**src/rtl/core/gpa_pkg.sv**
```systemverilog
`default_nettype none

package gpa_pkg;

  // Default sizing of the pool
  localparam int GPA_POOL_SLOTS = 1024;
  localparam int GPA_WORD_BYTES = 8;

  // Fixed field widths of the channels and registers
  localparam int OBJ_W     = 13;
  localparam int POL_W     = 2;
  localparam int CFG_CNT_W = 11;
  localparam int OP_W      = 2;
  localparam int SLOT_IN_W = 10;
  localparam int STAT_W    = 2;
  localparam int OFS_W     = 22;
  localparam int CNT_OUT_W = 11;
  localparam int SLOT_W    = 14;

  localparam int IN_DATA_W  = 16;
  localparam int OUT_DATA_W = 64;
  localparam int APB_ADDR_W = 5;
  localparam int APB_DATA_W = 32;
  localparam int REG_IDX_W  = 3;

  // Request opcodes
  typedef logic [OP_W-1:0] op_t;
  localparam op_t OP_ALLOC   = 2'd0;
  localparam op_t OP_RELEASE = 2'd1;
  localparam op_t OP_INIT    = 2'd2;

  // Result status codes
  typedef logic [STAT_W-1:0] status_t;
  localparam status_t ST_OK      = 2'd0;
  localparam status_t ST_NOMEM   = 2'd1;
  localparam status_t ST_BADCFG  = 2'd2;
  localparam status_t ST_ALLFREE = 2'd3;

  // Growth policies
  typedef logic [POL_W-1:0] policy_t;
  localparam policy_t POL_FIXED     = 2'd0;
  localparam policy_t POL_LIMITED   = 2'd1;
  localparam policy_t POL_UNLIMITED = 2'd2;

  // Register indexes
  typedef logic [REG_IDX_W-1:0] reg_idx_t;
  localparam reg_idx_t REG_OBJECT_BYTES    = 3'd0;
  localparam reg_idx_t REG_GROWTH_POLICY   = 3'd1;
  localparam reg_idx_t REG_INITIAL_SLOTS   = 3'd2;
  localparam reg_idx_t REG_EXTENSION_SLOTS = 3'd3;
  localparam reg_idx_t REG_SLOT_CAP        = 3'd4;

  // Configuration as seen by the pool controller
  typedef struct packed {
    logic [OBJ_W-1:0]     object_bytes;
    policy_t              growth_policy;
    logic [CFG_CNT_W-1:0] initial_slots;
    logic [CFG_CNT_W-1:0] extension_slots;
    logic [CFG_CNT_W-1:0] slot_cap;
    logic [SLOT_W-1:0]    slot_bytes;
  } cfg_t;

  // One result of the pool controller
  typedef struct packed {
    logic                 grew;
    logic [CNT_OUT_W-1:0] total_slots;
    logic [CNT_OUT_W-1:0] free_slots;
    logic [OFS_W-1:0]     slot_offset;
    logic [SLOT_IN_W-1:0] granted_slot;
    status_t              status;
  } res_t;

endpackage

`default_nettype wire

```
**src/rtl/core/gpa_cfg.sv**
```systemverilog
`default_nettype none

module gpa_cfg import gpa_pkg::*; #(
  parameter int WORD_BYTES = GPA_WORD_BYTES
) (
  input  wire logic                  clk,
  input  wire logic                  rst_n,
  input  wire logic                  cfg_psel,
  input  wire logic                  cfg_penable,
  input  wire logic                  cfg_pwrite,
  input  wire logic [APB_ADDR_W-1:0] cfg_paddr,
  input  wire logic [APB_DATA_W-1:0] cfg_pwdata,
  output logic      [APB_DATA_W-1:0] cfg_prdata,
  output cfg_t                       cfg
);

  // Reciprocal for rounding up to whole words
  localparam int RND_K = 16;
  localparam int RND_R = ((1 << RND_K) + WORD_BYTES - 1) / WORD_BYTES;
  localparam int RND_R_W = RND_K + 1;
  localparam logic [SLOT_W-1:0] WB_S = SLOT_W'(WORD_BYTES);
  localparam logic [SLOT_W-1:0] WB_M1 = SLOT_W'(WORD_BYTES - 1);

  logic [OBJ_W-1:0]     object_bytes_r;
  policy_t              growth_policy_r;
  logic [CFG_CNT_W-1:0] initial_slots_r;
  logic [CFG_CNT_W-1:0] extension_slots_r;
  logic [CFG_CNT_W-1:0] slot_cap_r;
  logic [SLOT_W-1:0]    quot_r;
  logic [SLOT_W-1:0]    quot_nxt;

  logic                         wr_en;
  reg_idx_t                     wr_idx;
  logic [SLOT_W-1:0]            obj_max;
  logic [SLOT_W-1:0]            rnd_x;
  logic [SLOT_W+RND_R_W-1:0]    rnd_prod;
  logic [SLOT_W:0]              rnd_cand;

  assign wr_en  = cfg_psel & cfg_penable & cfg_pwrite;
  assign wr_idx = cfg_paddr[APB_ADDR_W-1:2];

  // Hold the registers, update on a completed write
  always_ff @(posedge clk) begin
    if (!rst_n) begin
      object_bytes_r    <= OBJ_W'(8);
      growth_policy_r   <= POL_FIXED;
      initial_slots_r   <= CFG_CNT_W'(64);
      extension_slots_r <= CFG_CNT_W'(64);
      slot_cap_r        <= CFG_CNT_W'(1024);
    end else if (wr_en) begin
      case (wr_idx)
        REG_OBJECT_BYTES:    object_bytes_r    <= cfg_pwdata[OBJ_W-1:0];
        REG_GROWTH_POLICY:   growth_policy_r   <= cfg_pwdata[POL_W-1:0];
        REG_INITIAL_SLOTS:   initial_slots_r   <= cfg_pwdata[CFG_CNT_W-1:0];
        REG_EXTENSION_SLOTS: extension_slots_r <= cfg_pwdata[CFG_CNT_W-1:0];
        REG_SLOT_CAP:        slot_cap_r        <= cfg_pwdata[CFG_CNT_W-1:0];
        default: ;
      endcase
    end
  end

  // Round the object size up to whole words: estimate the quotient by reciprocal
  always_comb begin
    obj_max  = (SLOT_W'(object_bytes_r) < WB_S) ? WB_S : SLOT_W'(object_bytes_r);
    rnd_x    = obj_max + WB_M1;
    rnd_prod = (SLOT_W+RND_R_W)'(rnd_x) * (SLOT_W+RND_R_W)'(RND_R);
    quot_nxt = rnd_prod[RND_K +: SLOT_W];
  end

  always_ff @(posedge clk) begin
    quot_r <= quot_nxt;
  end

  // Correct an estimate that came out one word too high
  always_comb begin
    rnd_cand = (SLOT_W+1)'(quot_r) * (SLOT_W+1)'(WB_S);
    if (rnd_cand > (SLOT_W+1)'(rnd_x)) begin
      rnd_cand = rnd_cand - (SLOT_W+1)'(WB_S);
    end
  end

  always_comb begin
    cfg.object_bytes    = object_bytes_r;
    cfg.growth_policy   = growth_policy_r;
    cfg.initial_slots   = initial_slots_r;
    cfg.extension_slots = extension_slots_r;
    cfg.slot_cap        = slot_cap_r;
    cfg.slot_bytes      = rnd_cand[SLOT_W-1:0];
  end

  // Read back the addressed register
  always_comb begin
    case (wr_idx)
      REG_OBJECT_BYTES:    cfg_prdata = APB_DATA_W'(object_bytes_r);
      REG_GROWTH_POLICY:   cfg_prdata = APB_DATA_W'(growth_policy_r);
      REG_INITIAL_SLOTS:   cfg_prdata = APB_DATA_W'(initial_slots_r);
      REG_EXTENSION_SLOTS: cfg_prdata = APB_DATA_W'(extension_slots_r);
      REG_SLOT_CAP:        cfg_prdata = APB_DATA_W'(slot_cap_r);
      default:             cfg_prdata = '0;
    endcase
  end

endmodule

`default_nettype wire

```
**config.mk**
```make
export PLATFORM = sky130hd
export DESIGN_NAME = gpa_cfg
export DESIGN_NICKNAME = d
export VERILOG_FILES = /design/src/rtl/core/gpa_pkg.sv /design/src/rtl/core/gpa_cfg.sv
export SDC_FILE = /design/constraint.sdc
export NUM_CORES = 1
export LEC_CHECK = 0
export BUFFER_PORTS_ARGS = -buffer_cell sky130_fd_sc_hd__buf_2
export CORE_MARGIN = 5
export CORE_UTILIZATION = 26
export CTS_CLUSTER_SIZE = 28
export DETAILED_ROUTE_END_ITERATION = 16
export GPL_TIMING_DRIVEN = 0
export PLACE_DENSITY = 0.51
export REMOVE_ABC_BUFFERS = 1
export SYNTH_ARGS = -nofsm -noshare
export SYNTH_HDL_FRONTEND = slang
export SYNTH_SLANG_ARGS = --single-unit
export TNS_END_PERCENT = 1
```
**constraint.sdc**
```tcl
create_clock -name clk -period 3.2 [get_ports clk]
set_input_delay 0.64 -clock clk [delete_from_list [all_inputs] [get_ports clk]]
set_output_delay 0.64 -clock clk [all_outputs]
set_load 0.03 [all_outputs]
```
---- After elaboration in Yosys (flattened, before gate mapping) ----
Cells that the tools add are included.
word-level totals
  word-level logic and storage cells ...... 25
  flip-flop bits (word level) ............. 59
operators by class
  mux-type cells .......................... 3
  reduce and logical (&&, ||, !) cells .... 6
  magnitude comparators ................... 2
  bitwise operators ....................... 2
  add/sub/neg operators ................... 2
  eq/ne operators ......................... 4
operators by type and width
  cell                                                                    number
  13-bit case mux with 5 select lines                                     1
  13-bit by 3-bit adder with 14-bit output (second input constant)        1
  14-bit greater-than comparator                                          1
  14-bit 2-to-1 mux                                                       1
  14-bit by 4-bit subtractor with 14-bit output (second input constant)   1
  13-bit by 4-bit < comparator with 1-bit output (second input constant)  1
  13-bit 2-to-1 mux                                                       1
  2-bit AND reduction                                                     5
  3-bit by 2-bit equality test with 1-bit output (second input constant)  2
  3-bit by 1-bit equality test with 1-bit output (second input constant)  1
  3-bit equality test (second input constant)                             1
  3-bit zero test                                                         1
  1-bit AND                                                               2

---- Depth between registers and ports, before layout ----
Gate-level depths: netlist of run 1.
  word-level depth ........................ 5
  mapped depth ............................ 12
  gate-level depth less buffers ........... 11

---- Worst setup path after synthesis of run 1 ----
OpenSTA, ideal clock, no wires.
  path type ............................... register to output
  start point ............................. register object_bytes_r[3]
  end point ............................... output port cfg[3] (netlist bit)
  data required time ...................... 2.560 ns
  data arrival time ....................... 3.376 ns
  setup slack ............................. -0.816 ns
  cell stages (with the launch flop) ...... 13
  cells stage by stage .................... dfxtp_1 o31a_1 nand4_1 nor3_1 nand2_1 xor2_1 ha_1 nand3_1 nor3_1 a221oi_1 buf_2 or2_2 xnor2_1
RTL lines
  what                    line           RTL
  from (decl)             gpa_cfg.sv:24  logic [OBJ_W-1:0] object_bytes_r;
  from (signal assigned)  gpa_cfg.sv:52  REG_OBJECT_BYTES: object_bytes_r <= cfg_pwdata[OBJ_W-1:0];
  to (decl)               gpa_cfg.sv:14  output cfg_t cfg

==> metrics.md, run 1 <==
| Metric | Value |
|---|---|
| Die Wd | `about 120 um` |
| CTS Buffer Depth | `2` |
| Hold WS | `504 ps` |
| Hold WC Path Type | `reg2reg` |
| Routed wire per std cell | `14.6 um` |
| Max-Cap Viols | `0` |
| Top cell type by total area after synthesis | `dfxtp_1` |
| Post-Syn Area per Cell | `8.97 sq um` |
| Leak pwr | `0.00205 uW` |
| CP arrival | `between 3000 and 4000 ps` |
| Synth area leaders | `dfxtp_1 (35%), mux2i_1 (18%), nor2b_1 (8.6%), buf_4 (5.1%), ha_1 (4.5%)` |
| Commonest cells post-synth | `mux2i_1 (61), dfxtp_1 (59), nor2b_1 (46), buf_4 (23)` |
| Placement Cell Area | `3910 sq um` |
| DRC violations left | `0` |
| Global route overflow | `0` |
| Starting Density | `0.265` |
| Count leader, synth | `mux2i_1` |
| Core area | `12700 sq um` |
| Synth top area share | `0.351` |
| Final hold viol count | `0` |
| Slew @ Worst Pin | `816 ps` |
| TNS Setup | `-5460 ps` |
| Routing usage on met2 | `0.202` |
| Port-buffer cells | `92` |
| Synth-to-Final Area Change | `33.6%` |
| Worst setup path class | `reg2out` |
| Post-route setup slack | `-556 ps` |
| Total Routing Usage GR | `0.126` |
| Clk slew on worst S/H paths | `50 ps` |
| Grt met3 use | `0.0272` |
| Status | `finished with violations` |
| PD cells | `424 nW/um^2` |
| Layout Utilization | `0.355` |
| Layout cell share with drive strength beyond 1 | `0.344` |
| Total power | `1910 uW` |
| F_max | `266 MHz` |
| # IOs | `about 140` |
| 1st-iter DRT viols | `63` |
| R2R setup slack | `about 1800 ps` |
| Gpl congestion | `between 0.7 and 0.8` |
| Crit. End Element | `output pin` |
| CTS Buf Count | `9` |
| Met1 usage | `0.171` |
| Gr busiest metal | `met2` |
| First-pass GRT wire length | `about 15000 um` |
| Via Count | `around 2800` |
| Critical path required time | `2560 ps` |
| Fin crit share | `1.17` |
| Top fanout value on the critical path | `11` |
| Cell variety after synth | `39` |
| Seq cells post-synth | `~60` |
| Violated checks | `setup timing` |
| Clk sinks | `59` |
| Root buffer cell | `clkbuf_16` |
| Diode count | `0` |
| Max VDD drop | `0.235 mV` |
| Cts hold-fix bufs | `0` |
| Die H | `124 um` |
| Clock insertion delay at the later pin of the skew report | `~320 ps` |
| Dpl hpwl | `6860 um` |
| Rel. slew slack | `0.456` |
| Register area share after synthesis | `0.351` |
| Top_reg_cell synth | `dfxtp_1` |
| Die Area | `between 15000 and 20000 sq um` |
| Ys async rst share | `0` |
| Fill count | `~1300` |
| Via/cell ratio | `4.35` |
| Initial antenna violation count | `0` |
| # setup viols final | `11` |
| Clock Skew | `9.84 ps` |
| NumNets Final | `524` |
| Htree depth | `3` |
| CTS tree | `built` |
| Fin crit period | `between 3000 and 4000 ps` |
| Final wirelength | `9430 um` |
| Routed Antenna Nets | `0` |
| CP Launch Type | `register` |
| Post-Syn Area | `3360 sq um` |
| Post-Syn Instances | `375` |
| Post-route design area | `4490 sq um` |
| Post-synth EDFFs | `0` |
| Vias in the first global route | `2847` |
| Largest net degree at the start of global routing | `49` |
| RSZ-0062 raised after global routing | `yes` |
| Yosys Warn Count | `0` |
| Slew Viols, Final | `0` |
| Row Count | `41` |
| Drt first pass iters | `4` |
-- state kept, by name (all words and copies together) (netlist names) --
| signal | flops |
|---|---|
| quot_r | 11 |
| initial_slots_r | 11 |
| object_bytes_r | 13 |
| extension_slots_r | 11 |
| growth_policy_r | 2 |
| slot_cap_r | 11 |
-- cell families after synthesis --
logic type	Yosys count	synth area share
AOI/OAI and AO/OA	33	0.0543
DFF	59	0.351
buffers and inverters	58	0.0934
and+or+nand+nor	129	0.217
muxes	61	0.182
other	1	0.00112
adders and majority gates	12	0.0446
xor gates and xnor gates	22	0.0573
-- cell usage in the layout, fill, tap and decap left out, types with 3 or more instances in the layout --
cell type  count
nor2b_1       46
buf_4         22
dfxtp_1       51
a21oi_1       13
conb_1        22
inv_1         12
nand4_1        3
buf_6          3
mux2i_1       61
nor3_2         4
xor2_1        12
nor2_1        17
nand2_1       18
nor3_1         7
xnor2_1        8
nor4_1         3
ha_1          10
dfxtp_4        4
dfxtp_2        4
clkbuf_16      9
o21ai_0       11
buf_2         81
nand3_1        8
-- metal layers --
metal / wire length, um / vias to the layer above
met1: 4520 / 1295
met4: 71 / 0
li1: - / 1419
met3: 547 / 5
met2: 4290 / 88
met5: 0 / -
-- report_power, final --
part	switching [uW]	internal, uW
Sequential	7.00	738
Clock	331	638
Combinational	128	62.7
Total	466	1440
-- cell type report --
cell class | count | area (sq um) | share of cell area
multi-input cells | 279 | 2090 | 0.466
flip-flops and latches | 59 | 1200 | 0.267
repair buffers | 108 | 632 | 0.141
clock buffers | 11 | 253 | 0.0563
well taps | 172 | 215 | 0.0479
clock inverters | 4 | 50.0 | 0.0111
inverters | 13 | 48.8 | 0.0109
-- per-stage QoR --
step / worst slack [ps] / std cells
after detailed placement: -1470 / 620
after CTS: -619 / 645
after global placement: -1400 / 615
final: -556 / 646
after floorplan: -1170 / 351
after global routing: -758 / 646
-- worst paths after layout --
path | from | end | cells past startpoint
worst max-delay path | object_bytes_r[0] | cfg[6] | 14
worst min-delay path | extension_slots_r[6] | extension_slots_r[6] | 2
worst max register to register | object_bytes_r[2] | quot_r[6] | 7
worst min register to register | extension_slots_r[6] | extension_slots_r[6] | 2
-- worst max-delay path, stage by stage, from the launching register on --
cell and delay, ps:
dfxtp_4 340, o31a_1 310, nand4_1 140, buf_4 120, buf_4 100, nor2_1 50, xnor2_1 140, ha_1 310
nand3_1 130, nor3_4 250, a221oi_4 100, buf_12 150, or3_4 370, xnor2_2 150, buf_6 150
-- timing repair --
action / 4_1_cts / 5_1_grt
resized for setup: 34 / 16
buffers inserted: 10 / 1
hold endpoints to repair: 0 / 0
endpoints found under the setup margin: 11 / 14
pin swaps: 7 / 7
Note: power is estimated with default switching activity, not from simulation.
==> inputs of run 2 (changes only) <==
--- a/config.mk
+++ b/config.mk
@@ -6,13 +6,16 @@
 export NUM_CORES = 1
 export LEC_CHECK = 0
 export BUFFER_PORTS_ARGS = -buffer_cell sky130_fd_sc_hd__buf_2
+export CELL_PAD_IN_SITES_DETAIL_PLACEMENT = 1
+export CELL_PAD_IN_SITES_GLOBAL_PLACEMENT = 1
 export CORE_MARGIN = 5
 export CORE_UTILIZATION = 26
 export CTS_CLUSTER_SIZE = 28
 export DETAILED_ROUTE_END_ITERATION = 16
 export GPL_TIMING_DRIVEN = 0
-export PLACE_DENSITY = 0.51
+export PLACE_DENSITY = 0.66
 export REMOVE_ABC_BUFFERS = 1
+export SETUP_SLACK_MARGIN = 0.3
 export SYNTH_ARGS = -nofsm -noshare
 export SYNTH_HDL_FRONTEND = slang
 export SYNTH_SLANG_ARGS = --single-unit
==> run 2 against run 1 <==
The run still ends with setup timing left. Critical path depth is 1 lower. Clock-buffer cell count did not move. Global-route usage rose by 1.6 points. Sequential share of layout area up 0.26 points. Clock power decreased by 9.7%. Setup slack got worse by 120 ps. Critical endpoint unchanged. Largest power group unchanged. Highest routed layer unchanged.
==> metrics.md, run 2 (synthesized netlist as in run 1, its figures left out) <==
| Metric | Value |
|---|---|
| Final wirelength | `10500 um` |
| Diode count | `0` |
| Fin crit period | `3880 ps` |
| Top fanout value on the critical path | `11` |
| Dpl ws | `-1530 ps` |
| Most common cell after layout, fill and taps aside | `buf_2` |
| Worst setup path class | `reg2out` |
| Clock insertion delay at the later pin of the skew report | `~330 ps` |
| Crit path cell chain | `o31a_1, nand4_1, nor3_4, nand2_2, xor2_1, ha_1, nand3_4, nor3_4, a221oi_4, buf_12, or3_4, xnor2_2, buf_6` |
| Grt met3 use | `0.0422` |
| Post-route design area | `4440 sq um` |
| F_max | `between 200 and 300 MHz` |
| Slew @ Worst Pin | `around 860 ps` |
| Worst path slowest cell | `or3_4` |
| Dpl hpwl | `7410 um` |
| Clock Skew | `between 3 and 4 ps` |
| R2R depth | `7` |
| Starting Density | `0.265` |
| Layout cell share with drive strength beyond 1 | `0.326` |
| RSZ-0062 raised after global routing | `yes` |
| CTS Buf Count | `9` |
| PD cells | `409 nW/um^2` |
| Routing usage on met2 | `0.242` |
| Post-route setup slack | `-681 ps` |
| Hold WC Path Type | `reg2reg` |
| # setup viols final | `11` |
| Die Area | `15300 sq um` |
| # IOs | `136` |
| Via/cell ratio | `between 4 and 5` |
| CTS tree | `built` |
| CTS Buffer Depth | `2` |
| DRC violations left | `0` |
| Total Routing Usage GR | `0.142` |
| Max VDD drop | `0.236 mV` |
| Global route overflow | `0` |
| Critical path required time | `2560 ps` |
| R2R setup slack | `1610 ps` |
| Leak pwr | `0.00206 uW` |
| Gpl congestion | `0.732` |
| Routed Antenna Nets | `0` |
| Routed wire per std cell | `~16 um` |
| CP Launch Type | `register` |
| Most flops, register | `object_bytes_r` |
| Root buffer cell | `clkbuf_16` |
| Clk slew on worst S/H paths | `approximately 50 ps` |
| Rel. slew slack | `0.420` |
| Clk sinks | `59` |
| Most frequent cells in the layout | `buf_2 (80), mux2i_1 (61), dfxtp_1 (54)` |
| Die H | `~120 um` |
| Fin crit share | `1.21` |
| Placement Cell Area | `just under 4000 sq um` |
| Gr busiest metal | `met2` |
| Buf/Inv on CP | `2` |
| First-pass GRT wire length | `16600 um` |
| CP most frequent cell | `nor3_4` |
| Layout Utilization | `0.350` |
| Largest net degree at the start of global routing | `49` |
| Violated checks | `setup timing` |
| Slowest cell delay on critical path | `roughly 380 ps` |
| Initial antenna violation count | `0` |
| Status | `finished with violations` |
| Via Count | `between 2000 and 3000` |
| Core area | `12700 sq um` |
| Hold path depth | `2` |
| Drt first pass iters | `4` |
| Die Wd | `around 120 um` |
| Vias in the first global route | `roughly 3100` |
| Met1 usage | `0.167` |
| CP arrival | `3240 ps` |
| Htree depth | `3` |
| 1st-iter DRT viols | `80` |
| Row Count | `41` |
| Max-Cap Viols | `0` |
| TNS Setup | `-6710 ps` |
| Synth-to-Final Area Change | `31.9%` |
| Crit. End Element | `output pin` |
| Max reg flops | `13` |
| Delay-heaviest family, CP | `simple AND/OR/NAND/NOR gates` |
| Slew Viols, Final | `0` |
| Port-buffer cells | `92` |
| NumNets Final | `523` |
| Cell depth of the worst setup path | `13` |
| Final hold viol count | `0` |
[run 2: power breakdown]
group | internal (uW) | switching (uW)
clock | 552 | 324
sequential | 739 | 7.10
combinational | 63.5 | 131
[run 2: area by class of cell]
class | count | area [sq um]
Fill cell | 1508 | 8240
Sequential cell | 59 | 1200
Clock buffer | 11 | 253
Inverter | 13 | 48.8
Multi-Input combinational cell | 279 | 2080
Timing Repair Buffer | 107 | 623
Clock inverter | 3 | 15.0
Tap cell | 172 | 215
[run 2: worst paths after layout]
check,from,to
hold / removal,slot_cap_r[10],slot_cap_r[10]
setup / recovery,object_bytes_r[3],cfg[6]
setup reg to reg,object_bytes_r[3],quot_r[9]
hold reg to reg,slot_cap_r[10],slot_cap_r[10]
[run 2: repair_timing]
action | in CTS | in global routing
gates resized for setup | 40 | 5
endpoints found under the setup margin | 20 | 11
hold buffers | 0 | 0
buffers inserted | 10 | 1
pin swaps | 9 | 10
hold endpoints to repair | 0 | 0
[run 2: per-layer routing]
metal,up-vias,routed length (um),share of wire
li1,1412,-,-
met1,1400,4510,0.43
met2,84,5110,0.49
met3,17,676,0.065
met4,0,180,0.017
met5,-,0,0
[run 2: worst min-delay path, stage by stage (launching register included)]
cell and delay, ps:
dfxtp_1 340, mux2i_1 70, nand2_1 60
[run 2: metrics by stage]
step | power [uW] | cells | hold slack (ps)
after global placement | 933 | 615 | 476
after floorplan | 871 | 351 | 651
final | 1820 | 644 | 499
after CTS | 1840 | 643 | 499
after detailed placement | 938 | 619 | 483
after global routing | 1890 | 644 | 523
